### src/hw/rtl/fprx_pkg.sv
`timescale 1ns / 1ps

package fprx_pkg;

   // Field widths
   localparam int BYTE_W = 8;
   localparam int LEN_W  = 7;
   localparam int IDX_W  = 6;
   localparam int STAT_W = 2;
   localparam int CSR_W  = 2;

   // Result status codes
   localparam logic [STAT_W-1:0] ST_PAYLOAD = 2'd0;
   localparam logic [STAT_W-1:0] ST_EMPTY   = 2'd1;
   localparam logic [STAT_W-1:0] ST_ERROR   = 2'd2;

   // Register indexes
   localparam logic [CSR_W-1:0] CSR_FIRST_SYNC  = 2'd0;
   localparam logic [CSR_W-1:0] CSR_SECOND_SYNC = 2'd1;
   localparam logic [CSR_W-1:0] CSR_LEN_LIMIT   = 2'd2;
   localparam logic [CSR_W-1:0] CSR_DELIVER_EN  = 2'd3;

   // Register reset values
   localparam logic [BYTE_W-1:0] RST_FIRST_SYNC  = 8'd188;
   localparam logic [BYTE_W-1:0] RST_SECOND_SYNC = 8'd207;
   localparam logic [LEN_W-1:0]  RST_LEN_LIMIT   = 7'd64;

   typedef struct packed {
      logic [BYTE_W-1:0] first_sync;
      logic [BYTE_W-1:0] second_sync;
      logic [LEN_W-1:0]  length_limit;
      logic              deliver_en;
   } cfg_type;

   // One job handed from the parser to the drain side
   typedef struct packed {
      logic [STAT_W-1:0] status;
      logic [BYTE_W-1:0] ptype;
      logic [LEN_W-1:0]  plen;
   } job_type;

endpackage

### src/hw/rtl/fprx_ram.sv
`timescale 1ns / 1ps

module fprx_ram #(
   parameter int WIDTH = 8,
   parameter int DEPTH = 64,
   localparam int ADDR_W = (DEPTH > 1) ? $clog2(DEPTH) : 1
) (
   input  logic              clock,
   input  logic              wr_en,
   input  logic [ADDR_W-1:0] wr_addr,
   input  logic [WIDTH-1:0]  wr_data,
   input  logic              rd_en,
   input  logic [ADDR_W-1:0] rd_addr,
   output logic [WIDTH-1:0]  rd_data
);

   logic [WIDTH-1:0] mem [DEPTH];
   logic [WIDTH-1:0] rd_data_ff;

   // Write port
   always_ff @(posedge clock) begin
      if (wr_en) begin
         mem[wr_addr] <= wr_data;
      end
   end

   // Registered read port
   always_ff @(posedge clock) begin
      if (rd_en) begin
         rd_data_ff <= mem[rd_addr];
      end
   end

   assign rd_data = rd_data_ff;

endmodule

### src/hw/rtl/fprx_front.sv
`timescale 1ns / 1ps

module fprx_front
   import fprx_pkg::*;
#(
   parameter int MAX_PAYLOAD = 64,
   localparam int ADDR_W = (MAX_PAYLOAD > 1) ? $clog2(MAX_PAYLOAD) : 1
) (
   input  logic              clock,
   input  logic              reset,
   input  cfg_type           cfg,
   input  logic              req_valid,
   output logic              req_ready,
   input  logic              req_kind,
   input  logic [BYTE_W-1:0] req_rx_byte,
   input  logic              q_full,
   input  logic              drain_busy,
   output logic              q_push,
   output job_type           q_job,
   output logic              ram_wr_en,
   output logic [ADDR_W-1:0] ram_wr_addr,
   output logic [BYTE_W-1:0] ram_wr_data
);

   localparam logic [2:0] HS_FIRST  = 3'd0;
   localparam logic [2:0] HS_SECOND = 3'd1;
   localparam logic [2:0] HS_TYPE   = 3'd2;
   localparam logic [2:0] HS_LEN    = 3'd3;
   localparam logic [2:0] HS_DATA   = 3'd4;
   localparam logic [2:0] HS_CK1    = 3'd5;
   localparam logic [2:0] HS_CK2    = 3'd6;

   localparam logic [LEN_W-1:0] MAX_LEN = LEN_W'(MAX_PAYLOAD);

   logic [2:0]        state_ff, state_in;
   logic [BYTE_W-1:0] type_ff, type_in;
   logic [LEN_W-1:0]  len_ff, len_in;
   logic [LEN_W-1:0]  fill_ff, fill_in;
   logic [BYTE_W-1:0] sum_a_ff, sum_a_in;
   logic [BYTE_W-1:0] sum_b_ff, sum_b_in;

   logic              accept;
   logic [LEN_W-1:0]  limit;
   logic [BYTE_W-1:0] sum_a_next;
   logic [LEN_W-1:0]  fill_next;

   // Hold off payload bytes while the store is still being drained
   assign req_ready = !q_full && !((state_ff == HS_DATA) && drain_busy);
   assign accept    = req_valid && req_ready;

   assign limit      = (cfg.length_limit > MAX_LEN) ? MAX_LEN : cfg.length_limit;
   assign sum_a_next = sum_a_ff + req_rx_byte;
   assign fill_next  = fill_ff + LEN_W'(1);

   assign ram_wr_addr = fill_ff[ADDR_W-1:0];
   assign ram_wr_data = req_rx_byte;

   // Frame parser
   always_comb begin
      state_in  = state_ff;
      type_in   = type_ff;
      len_in    = len_ff;
      fill_in   = fill_ff;
      sum_a_in  = sum_a_ff;
      sum_b_in  = sum_b_ff;
      q_push    = 1'b0;
      q_job     = '{status: ST_ERROR, ptype: type_ff, plen: len_ff};
      ram_wr_en = 1'b0;
      if (accept) begin
         if (req_kind) begin
            state_in = HS_FIRST;
         end else begin
            unique case (state_ff)
               HS_FIRST: begin
                  state_in = (req_rx_byte == cfg.first_sync) ? HS_SECOND : HS_FIRST;
               end
               HS_SECOND: begin
                  state_in = (req_rx_byte == cfg.second_sync) ? HS_TYPE : HS_FIRST;
               end
               HS_TYPE: begin
                  type_in  = req_rx_byte;
                  sum_a_in = req_rx_byte;
                  sum_b_in = req_rx_byte;
                  state_in = HS_LEN;
               end
               HS_LEN: begin
                  if (req_rx_byte <= {1'b0, limit}) begin
                     len_in   = req_rx_byte[LEN_W-1:0];
                     sum_a_in = sum_a_next;
                     sum_b_in = sum_b_ff + sum_a_next;
                     fill_in  = '0;
                     state_in = (req_rx_byte != '0) ? HS_DATA : HS_CK1;
                  end else begin
                     state_in = HS_FIRST;
                  end
               end
               HS_DATA: begin
                  ram_wr_en = 1'b1;
                  sum_a_in  = sum_a_next;
                  sum_b_in  = sum_b_ff + sum_a_next;
                  fill_in   = fill_next;
                  if (fill_next >= len_ff) begin
                     state_in = HS_CK1;
                  end
               end
               HS_CK1: begin
                  if (req_rx_byte == sum_a_ff) begin
                     state_in = HS_CK2;
                  end else begin
                     q_push   = 1'b1;
                     state_in = HS_FIRST;
                  end
               end
               HS_CK2: begin
                  if (req_rx_byte == sum_b_ff) begin
                     q_push       = cfg.deliver_en;
                     q_job.status = (len_ff == '0) ? ST_EMPTY : ST_PAYLOAD;
                  end else begin
                     q_push = 1'b1;
                  end
                  state_in = HS_FIRST;
               end
               default: begin
                  state_in = HS_FIRST;
               end
            endcase
         end
      end
   end

   always_ff @(posedge clock) begin
      if (reset) begin
         state_ff <= HS_FIRST;
      end else begin
         state_ff <= state_in;
      end
   end

   always_ff @(posedge clock) begin
      type_ff  <= type_in;
      len_ff   <= len_in;
      fill_ff  <= fill_in;
      sum_a_ff <= sum_a_in;
      sum_b_ff <= sum_b_in;
   end

endmodule

### src/hw/rtl/fprx_queue.sv
`timescale 1ns / 1ps

module fprx_queue
   import fprx_pkg::*;
(
   input  logic    clock,
   input  logic    reset,
   input  logic    push,
   input  job_type push_job,
   input  logic    pop,
   output job_type pop_job,
   output logic    full,
   output logic    empty
);

   job_type    slot_ff [2];
   logic       wr_ptr_ff;
   logic       rd_ptr_ff;
   logic [1:0] count_ff;

   assign full    = (count_ff == 2'd2);
   assign empty   = (count_ff == 2'd0);
   assign pop_job = slot_ff[rd_ptr_ff];

   // Store pushed jobs
   always_ff @(posedge clock) begin
      if (push) begin
         slot_ff[wr_ptr_ff] <= push_job;
      end
   end

   // Advance pointers and occupancy
   always_ff @(posedge clock) begin
      if (reset) begin
         wr_ptr_ff <= 1'b0;
         rd_ptr_ff <= 1'b0;
         count_ff  <= 2'd0;
      end else begin
         if (push) begin
            wr_ptr_ff <= !wr_ptr_ff;
         end
         if (pop) begin
            rd_ptr_ff <= !rd_ptr_ff;
         end
         unique case ({push, pop})
            2'b10:   count_ff <= count_ff + 2'd1;
            2'b01:   count_ff <= count_ff - 2'd1;
            default: count_ff <= count_ff;
         endcase
      end
   end

endmodule

### src/hw/rtl/fprx_back.sv
`timescale 1ns / 1ps

module fprx_back
   import fprx_pkg::*;
#(
   parameter int MAX_PAYLOAD = 64,
   localparam int ADDR_W = (MAX_PAYLOAD > 1) ? $clog2(MAX_PAYLOAD) : 1
) (
   input  logic              clock,
   input  logic              reset,
   input  logic              q_empty,
   input  job_type           q_job,
   output logic              q_pop,
   output logic              busy,
   output logic              ram_rd_en,
   output logic [ADDR_W-1:0] ram_rd_addr,
   input  logic [BYTE_W-1:0] ram_rd_data,
   output logic              rsp_valid,
   input  logic              rsp_ready,
   output logic [STAT_W-1:0] rsp_status,
   output logic [BYTE_W-1:0] rsp_packet_type,
   output logic [LEN_W-1:0]  rsp_packet_length,
   output logic [IDX_W-1:0]  rsp_byte_index,
   output logic [BYTE_W-1:0] rsp_payload_byte,
   output logic              rsp_last
);

   localparam logic [1:0] B_IDLE = 2'd0;
   localparam logic [1:0] B_LOAD = 2'd1;
   localparam logic [1:0] B_WAIT = 2'd2;

   logic [1:0]        state_ff, state_in;
   logic [LEN_W-1:0]  idx_ff, idx_in;
   logic [BYTE_W-1:0] type_ff, type_in;
   logic [LEN_W-1:0]  len_ff, len_in;
   logic              valid_ff, valid_in;
   logic [STAT_W-1:0] status_ff, status_in;
   logic [BYTE_W-1:0] otype_ff, otype_in;
   logic [LEN_W-1:0]  olen_ff, olen_in;
   logic [IDX_W-1:0]  oidx_ff, oidx_in;
   logic [BYTE_W-1:0] obyte_ff, obyte_in;
   logic              last_ff, last_in;
   logic [LEN_W-1:0]  idx_next;

   assign idx_next = idx_ff + LEN_W'(1);
   assign busy     = (state_ff != B_IDLE);

   // Drain sequencer: one store read, then one result transfer
   always_comb begin
      state_in    = state_ff;
      idx_in      = idx_ff;
      type_in     = type_ff;
      len_in      = len_ff;
      valid_in    = valid_ff;
      status_in   = status_ff;
      otype_in    = otype_ff;
      olen_in     = olen_ff;
      oidx_in     = oidx_ff;
      obyte_in    = obyte_ff;
      last_in     = last_ff;
      q_pop       = 1'b0;
      ram_rd_en   = 1'b0;
      ram_rd_addr = idx_ff[ADDR_W-1:0];
      unique case (state_ff)
         B_IDLE: begin
            if (!q_empty) begin
               q_pop   = 1'b1;
               type_in = q_job.ptype;
               len_in  = q_job.plen;
               if (q_job.status == ST_PAYLOAD) begin
                  idx_in      = '0;
                  ram_rd_en   = 1'b1;
                  ram_rd_addr = '0;
                  state_in    = B_LOAD;
               end else begin
                  valid_in  = 1'b1;
                  status_in = q_job.status;
                  otype_in  = q_job.ptype;
                  olen_in   = q_job.plen;
                  oidx_in   = '0;
                  obyte_in  = '0;
                  last_in   = 1'b1;
                  state_in  = B_WAIT;
               end
            end
         end
         B_LOAD: begin
            valid_in  = 1'b1;
            status_in = ST_PAYLOAD;
            otype_in  = type_ff;
            olen_in   = len_ff;
            oidx_in   = idx_ff[IDX_W-1:0];
            obyte_in  = ram_rd_data;
            last_in   = (idx_next == len_ff);
            state_in  = B_WAIT;
         end
         B_WAIT: begin
            if (rsp_ready) begin
               valid_in = 1'b0;
               if (last_ff) begin
                  state_in = B_IDLE;
               end else begin
                  idx_in      = idx_next;
                  ram_rd_en   = 1'b1;
                  ram_rd_addr = idx_next[ADDR_W-1:0];
                  state_in    = B_LOAD;
               end
            end
         end
         default: begin
            state_in = B_IDLE;
         end
      endcase
   end

   always_ff @(posedge clock) begin
      if (reset) begin
         state_ff <= B_IDLE;
         valid_ff <= 1'b0;
      end else begin
         state_ff <= state_in;
         valid_ff <= valid_in;
      end
   end

   always_ff @(posedge clock) begin
      idx_ff    <= idx_in;
      type_ff   <= type_in;
      len_ff    <= len_in;
      status_ff <= status_in;
      otype_ff  <= otype_in;
      olen_ff   <= olen_in;
      oidx_ff   <= oidx_in;
      obyte_ff  <= obyte_in;
      last_ff   <= last_in;
   end

   assign rsp_valid         = valid_ff;
   assign rsp_status        = status_ff;
   assign rsp_packet_type   = otype_ff;
   assign rsp_packet_length = olen_ff;
   assign rsp_byte_index    = oidx_ff;
   assign rsp_payload_byte  = obyte_ff;
   assign rsp_last          = last_ff;

endmodule

### src/hw/rtl/framed_packet_receiver_unit.sv
`timescale 1ns / 1ps

// Channel | Ports                                   | Transfer when
// --------+-----------------------------------------+------------------------------
// req     | req_kind, req_rx_byte                   | req_valid && req_ready
// rsp     | rsp_status .. rsp_last (six fields)     | rsp_valid && rsp_ready
// csr     | csr_index, csr_wdata                    | csr_wr_en high
//
// One cycle per received byte in the parser; a two-entry job queue lets hunting
// go on while results wait, and a full queue stalls every byte.
// A status result passes through the job queue and the output register; each
// payload byte takes a store read, then the output register until it is taken.
// Payload bytes of a new frame stall while the drain side is busy or a job waits.
// Reset is synchronous; it clears the parser, the queue and the output valid.

module framed_packet_receiver_unit
   import fprx_pkg::*;
#(
   parameter int MAX_PAYLOAD = 64
) (
   input  logic              clock,
   input  logic              reset,
   input  logic              req_valid,
   output logic              req_ready,
   input  logic              req_kind,
   input  logic [BYTE_W-1:0] req_rx_byte,
   output logic              rsp_valid,
   input  logic              rsp_ready,
   output logic [STAT_W-1:0] rsp_status,
   output logic [BYTE_W-1:0] rsp_packet_type,
   output logic [LEN_W-1:0]  rsp_packet_length,
   output logic [IDX_W-1:0]  rsp_byte_index,
   output logic [BYTE_W-1:0] rsp_payload_byte,
   output logic              rsp_last,
   input  logic              csr_wr_en,
   input  logic [CSR_W-1:0]  csr_index,
   input  logic [BYTE_W-1:0] csr_wdata
);

   localparam int ADDR_W = (MAX_PAYLOAD > 1) ? $clog2(MAX_PAYLOAD) : 1;

   cfg_type           cfg_ff;
   logic              q_push;
   logic              q_pop;
   logic              q_full;
   logic              q_empty;
   job_type           push_job;
   job_type           pop_job;
   logic              back_busy;
   logic              ram_wr_en;
   logic [ADDR_W-1:0] ram_wr_addr;
   logic [BYTE_W-1:0] ram_wr_data;
   logic              ram_rd_en;
   logic [ADDR_W-1:0] ram_rd_addr;
   logic [BYTE_W-1:0] ram_rd_data;

   // Configuration registers
   always_ff @(posedge clock) begin
      if (reset) begin
         cfg_ff.first_sync   <= RST_FIRST_SYNC;
         cfg_ff.second_sync  <= RST_SECOND_SYNC;
         cfg_ff.length_limit <= RST_LEN_LIMIT;
         cfg_ff.deliver_en   <= 1'b0;
      end else if (csr_wr_en) begin
         unique case (csr_index)
            CSR_FIRST_SYNC:  cfg_ff.first_sync   <= csr_wdata;
            CSR_SECOND_SYNC: cfg_ff.second_sync  <= csr_wdata;
            CSR_LEN_LIMIT:   cfg_ff.length_limit <= csr_wdata[LEN_W-1:0];
            CSR_DELIVER_EN:  cfg_ff.deliver_en   <= csr_wdata[0];
            default:         cfg_ff              <= cfg_ff;
         endcase
      end
   end

   fprx_front #(
      .MAX_PAYLOAD (MAX_PAYLOAD)
   ) u_front (
      .clock       (clock),
      .reset       (reset),
      .cfg         (cfg_ff),
      .req_valid   (req_valid),
      .req_ready   (req_ready),
      .req_kind    (req_kind),
      .req_rx_byte (req_rx_byte),
      .q_full      (q_full),
      .drain_busy  (back_busy || !q_empty),
      .q_push      (q_push),
      .q_job       (push_job),
      .ram_wr_en   (ram_wr_en),
      .ram_wr_addr (ram_wr_addr),
      .ram_wr_data (ram_wr_data)
   );

   fprx_queue u_queue (
      .clock    (clock),
      .reset    (reset),
      .push     (q_push),
      .push_job (push_job),
      .pop      (q_pop),
      .pop_job  (pop_job),
      .full     (q_full),
      .empty    (q_empty)
   );

   fprx_ram #(
      .WIDTH (BYTE_W),
      .DEPTH (MAX_PAYLOAD)
   ) u_store (
      .clock   (clock),
      .wr_en   (ram_wr_en),
      .wr_addr (ram_wr_addr),
      .wr_data (ram_wr_data),
      .rd_en   (ram_rd_en),
      .rd_addr (ram_rd_addr),
      .rd_data (ram_rd_data)
   );

   fprx_back #(
      .MAX_PAYLOAD (MAX_PAYLOAD)
   ) u_back (
      .clock             (clock),
      .reset             (reset),
      .q_empty           (q_empty),
      .q_job             (pop_job),
      .q_pop             (q_pop),
      .busy              (back_busy),
      .ram_rd_en         (ram_rd_en),
      .ram_rd_addr       (ram_rd_addr),
      .ram_rd_data       (ram_rd_data),
      .rsp_valid         (rsp_valid),
      .rsp_ready         (rsp_ready),
      .rsp_status        (rsp_status),
      .rsp_packet_type   (rsp_packet_type),
      .rsp_packet_length (rsp_packet_length),
      .rsp_byte_index    (rsp_byte_index),
      .rsp_payload_byte  (rsp_payload_byte),
      .rsp_last          (rsp_last)
   );

`ifndef SYNTH
   // The store is never overwritten while a packet is being drained
   a_no_write_while_drain: assert property (@(posedge clock) disable iff (reset)
      ram_wr_en |-> !back_busy && q_empty)
      else $error("payload store written during drain");

   // A job is never pushed into a full queue
   a_no_push_when_full: assert property (@(posedge clock) disable iff (reset)
      q_push |-> !q_full)
      else $error("job pushed into full queue");

   // Empty-packet and error results always close their run
   a_single_results_last: assert property (@(posedge clock) disable iff (reset)
      rsp_valid && (rsp_status != ST_PAYLOAD) |-> rsp_last)
      else $error("status result without last mark");

   // A store read is issued only by the drain side while it owns the store
   a_read_owned: assert property (@(posedge clock) disable iff (reset)
      ram_rd_en |-> !ram_wr_en)
      else $error("store read and write in the same cycle");
`endif

endmodule
### config.mk
export PLATFORM = sky130hd
export DESIGN_NAME = framed_packet_receiver_unit
export DESIGN_NICKNAME = d
export VERILOG_FILES = /design/src/hw/rtl/fprx_pkg.sv /design/src/hw/rtl/fprx_ram.sv /design/src/hw/rtl/fprx_front.sv /design/src/hw/rtl/fprx_queue.sv /design/src/hw/rtl/fprx_back.sv /design/src/hw/rtl/framed_packet_receiver_unit.sv
export SDC_FILE = /design/constraint.sdc
export NUM_CORES = 1
export LEC_CHECK = 0
export BUFFER_PORTS_ARGS = -buffer_cell sky130_fd_sc_hd__buf_2
export CORE_MARGIN = 3
export CORE_UTILIZATION = 25
export CTS_BUF_LIST = sky130_fd_sc_hd__clkbuf_16
export DETAILED_ROUTE_END_ITERATION = 6
export PLACE_DENSITY = 0.44
export SKIP_CTS_REPAIR_TIMING = 1
export SYNTH_ARGS = -nofsm -noshare
export SYNTH_HDL_FRONTEND = slang
export SYNTH_HIERARCHICAL = 1
export SYNTH_SLANG_ARGS = --single-unit
### constraint.sdc
create_clock -name clock -period 4 [get_ports clock]
set_input_delay 0.4 -clock clock [delete_from_list [all_inputs] [get_ports clock]]
set_output_delay 0.4 -clock clock [all_outputs]
set_load 0.005 [all_outputs]
==> qor.yml <==
outcome:
  status: "completed"
die:
  die_w_microns: 342
  start_util_pct: 25.4
  rows: 122
  die_h_microns: 342
  core_region_area_sq_mm: 0.111
  die_area_sq_mm: 0.117
  io_pins: 58
critical_path:
  path_class: "reg2reg"
  reg2reg_depth: 9
  crit_slowest_cell: "a22o_2"
  worst-path-max-fanout: 19
  max_stage_delay_ps: 650
  r2r-end: "u_store/rd_data[4]"
  critical_path.cell_chain: "nand3_1, o31ai_1, a22o_2, buf_4, mux2_2, o221a_2, nor3_2, buf_4, o32ai_1"
  path_common_cell: "buf_4"
  r2r_start: "u_back/idx_ff[0]"
  worstPathArrival_ps: 4110
  cp-start-kind: "flop"
  worstPathRequired_ps: 4340
  r2r_slack_ps: 230
  cp-end-kind: "flop"
yosys:
  synth_top_cell_area_share_pct: 68.6
  synth_top_area_cell: "edfxtp_1"
  async_flop_share_pct: 0
  ys_warn_count: 6
  syn_area_per_cell_sq_um: 17.6
  ys_ff_latch: 681
  ys.flop_type: "edfxtp_1"
  synthesis.area_sq_mm: 0.0283
  ys_top_cells_by_area: "edfxtp_1 69%, mux4_2 10%, dfxtp_1 2.5%, nor2_1 1.8%, mux2_2 1.8%"
  ys_seq_area_share_pct: 71.1
  syn_inst: 1607
  synth.distinct_cells: 75
  synth_fp_nets: 1664
  synth_edf_count: 646
power:
  vdd_drop_max_uv: 289
  p_leak_nw: 11.0
  total_power_mw: 14.9
  power_density_mw_per_mm2: 446
global_routing:
  grt_pass1_vias: 15519
  overflow: 0
  grt_antenna_before_repair: 2
  grt_pass1_wl_microns: 106000
  grt.total_usage_pct: 12.3
  grt_max_degree: 72
detailed_routing:
  wirelength_microns: 71800
  dr.pass1.iters: 5
  drcViolationCount: 0
  wire_per_inst_microns: 21.6
  via_count: 14894
  dr.first_iter.drc_count: 1204
  ant_nets: 0
  vias_per_cell: 4.47
layout:
  layout-drive-gt1-share_pct: 27.1
  final_util_pct: 30.0
  syn_to_final_growth_pct: 18.2
  final_common_cell: "edfxtp_1"
  seqCellArea_sq_mm: 0.0201
  final_cell_mix: "646 x edfxtp_1, 137 x nor2_1, 126 x mux4_2, 123 x buf_4, 78 x clkbuf_16"
  nFillCells: 11011
  multi_input_area_sq_mm: 0.00763
  final_area_sq_mm: 0.0334
  fin_nets: 1835
cts:
  cts_buffers: 77
  cts-root-buf: "clkbuf_16"
  h-tree-depth: 3
  clk_pin_slew_ps: 60
  worstSkewPairLatency_ps: 640
  clk_path_buf_depth: 3
  cts.sinks: 681
  cts_tree: "built"
sta:
  drv_slew: 0
  worstMarginPinSlew_ps: 950
  slew_headroom_pct: 36.0
  holdWs_ps: 16.5
  min_period_over_period_pct: 94.2
  skew_ps: 25.3
  setup_violations: 0
  period_needed_ps: 3770
  fmax_ghz: 0.265
  worst_slack_ps: 233
  rsz0062_at_grt: "false"
  finalHoldViolations: 0
min_path:
  hp-start: "rsp_ready"
  hold_end: "u_back/rsp_valid"
  holdCritPathClass: "in2reg"
  hold_depth: 2
flow_run:
  drv_cap: 0
place:
  dpl.hpwl_microns: 46900
  pre_cts_slack_ps: -280
  place_congestion: 0.773
  io_buffers: 57
  placed_cell_area_sq_mm: 0.0309
==> through the flow <==
| stage | cells | TNS [ps] |
|---|---|---|
| 2_1_floorplan | 1607 | 0 |
| 3_3_place_gp | 3186 | -716 |
| 3_5_place_dp | 3187 | -280 |
| 4_1_cts | 3328 | -355 |
| 5_1_grt | 3328 | 0 |
| 6_report | 3329 | 0 |
==> state kept, by name, summed over array words and instances (netlist names), 2 cells and up, named ones only <==
name and count:
u_front/sum_b_ff 8, u_back/idx_ff 7, u_store/rd_data 8, u_front/sum_a_ff 8, u_back/rsp_byte_index 6, u_back/type_ff 8, u_queue/slot_ff 34, u_back/rsp_status 2
u_queue/count_ff 2, u_front/type_ff 8, cfg_ff 24, u_store/mem 512, u_front/len_ff 7, u_back/rsp_packet_type 8, u_back/rsp_payload_byte 8, u_back/rsp_packet_length 7
u_back/len_ff 7, u_back/state_ff 2, u_front/state_ff 3, u_front/fill_ff 7
==> final cells by class <==
cell class / count / area share [%]
clock inverter: 63 / 1.55
tap: 1488 / 5.57
sequential: 681 / 60.1
antenna: 1 / 0.00749
inverter: 17 / 0.191
clock buffer: 78 / 5.84
timing repair buffer: 185 / 3.89
multi-input combinational: 816 / 22.8
==> cells by family (layout without fill, tap and decap cells) <==
| kind of cell | count (synthesis) | after routing | share of synthesized area (%) |
|---|---|---|---|
| DFF | 681 | 681 | 71.1 |
| and+or+nand+nor | 366 | 366 | 6.34 |
| muxes | 219 | 219 | 13.5 |
| AOI/OAI and AO/OA | 140 | 140 | 3.46 |
| buffers and inverters | 110 | 343 | 2.16 |
| xor gates and xnor gates | 58 | 58 | 1.90 |
| adders and majority gates | 33 | 33 | 1.51 |
| other | 0 | 1 | 0 |
==> worst max-delay path, delay by kind of cell, from the launching register on <==
kind | cells | cell delay [ps]
AOI/OAI and AO/OA | 4 | 1330
DFF | 1 | 600
muxes | 1 | 380
buffers and inverters | 2 | 490
and+or+nand+nor | 2 | 660
==> routing by layer <==
layer | GRT usage, % | up-vias | wire (microns)
li1 | - | 6680 | -
met1 | 17.0 | 7791 | 32600
met2 | 19.9 | 341 | 34300
met3 | 2.37 | 82 | 3730
met4 | 3.15 | 0 | 1220
met5 | 0 | - | 0
==> where the power goes <==
group	switching [mW]	internal [mW]
logic	0.192	0.0790
clock network	2.89	3.97
registers	0.00693	7.79
==> Yosys cell counts (7+ instances only) <==
master and count:
nor4_1 11, dfxtp_1 35, a21oi_1 24, ha_1 31, and2_1 20, xnor2_1 39, mux2_2 45, mux2i_1 48
nand4_1 8, mux4_2 126, o22ai_1 10, o221ai_1 8, nor3_1 13, a21o_1 9, edfxtp_1 646, inv_1 16
a221oi_1 7, o21ai_0 24, nand2_1 64, buf_2 21, nand3_1 26, nor2_1 138, nand2b_1 33, buf_4 27
nor2b_1 19, xor2_1 16, clkbuf_1 31
==> worst max path at each step <==
stage                                 from            endpoint  slack [ps]  depth (start not counted)
after global routing      u_back/idx_ff[0]  u_store/rd_data[5]          40                         11
final                     u_back/idx_ff[0]  u_store/rd_data[4]         230                          9
after detailed placement              flop  u_store/rd_data[3]        -280                         10
after floorplan                       flop  u_store/rd_data[3]         580                         12
after CTS                             flop  u_store/rd_data[3]        -310                         10
after global placement                flop  u_store/rd_data[5]        -450                         10
(Power assumes the default switching activity.)
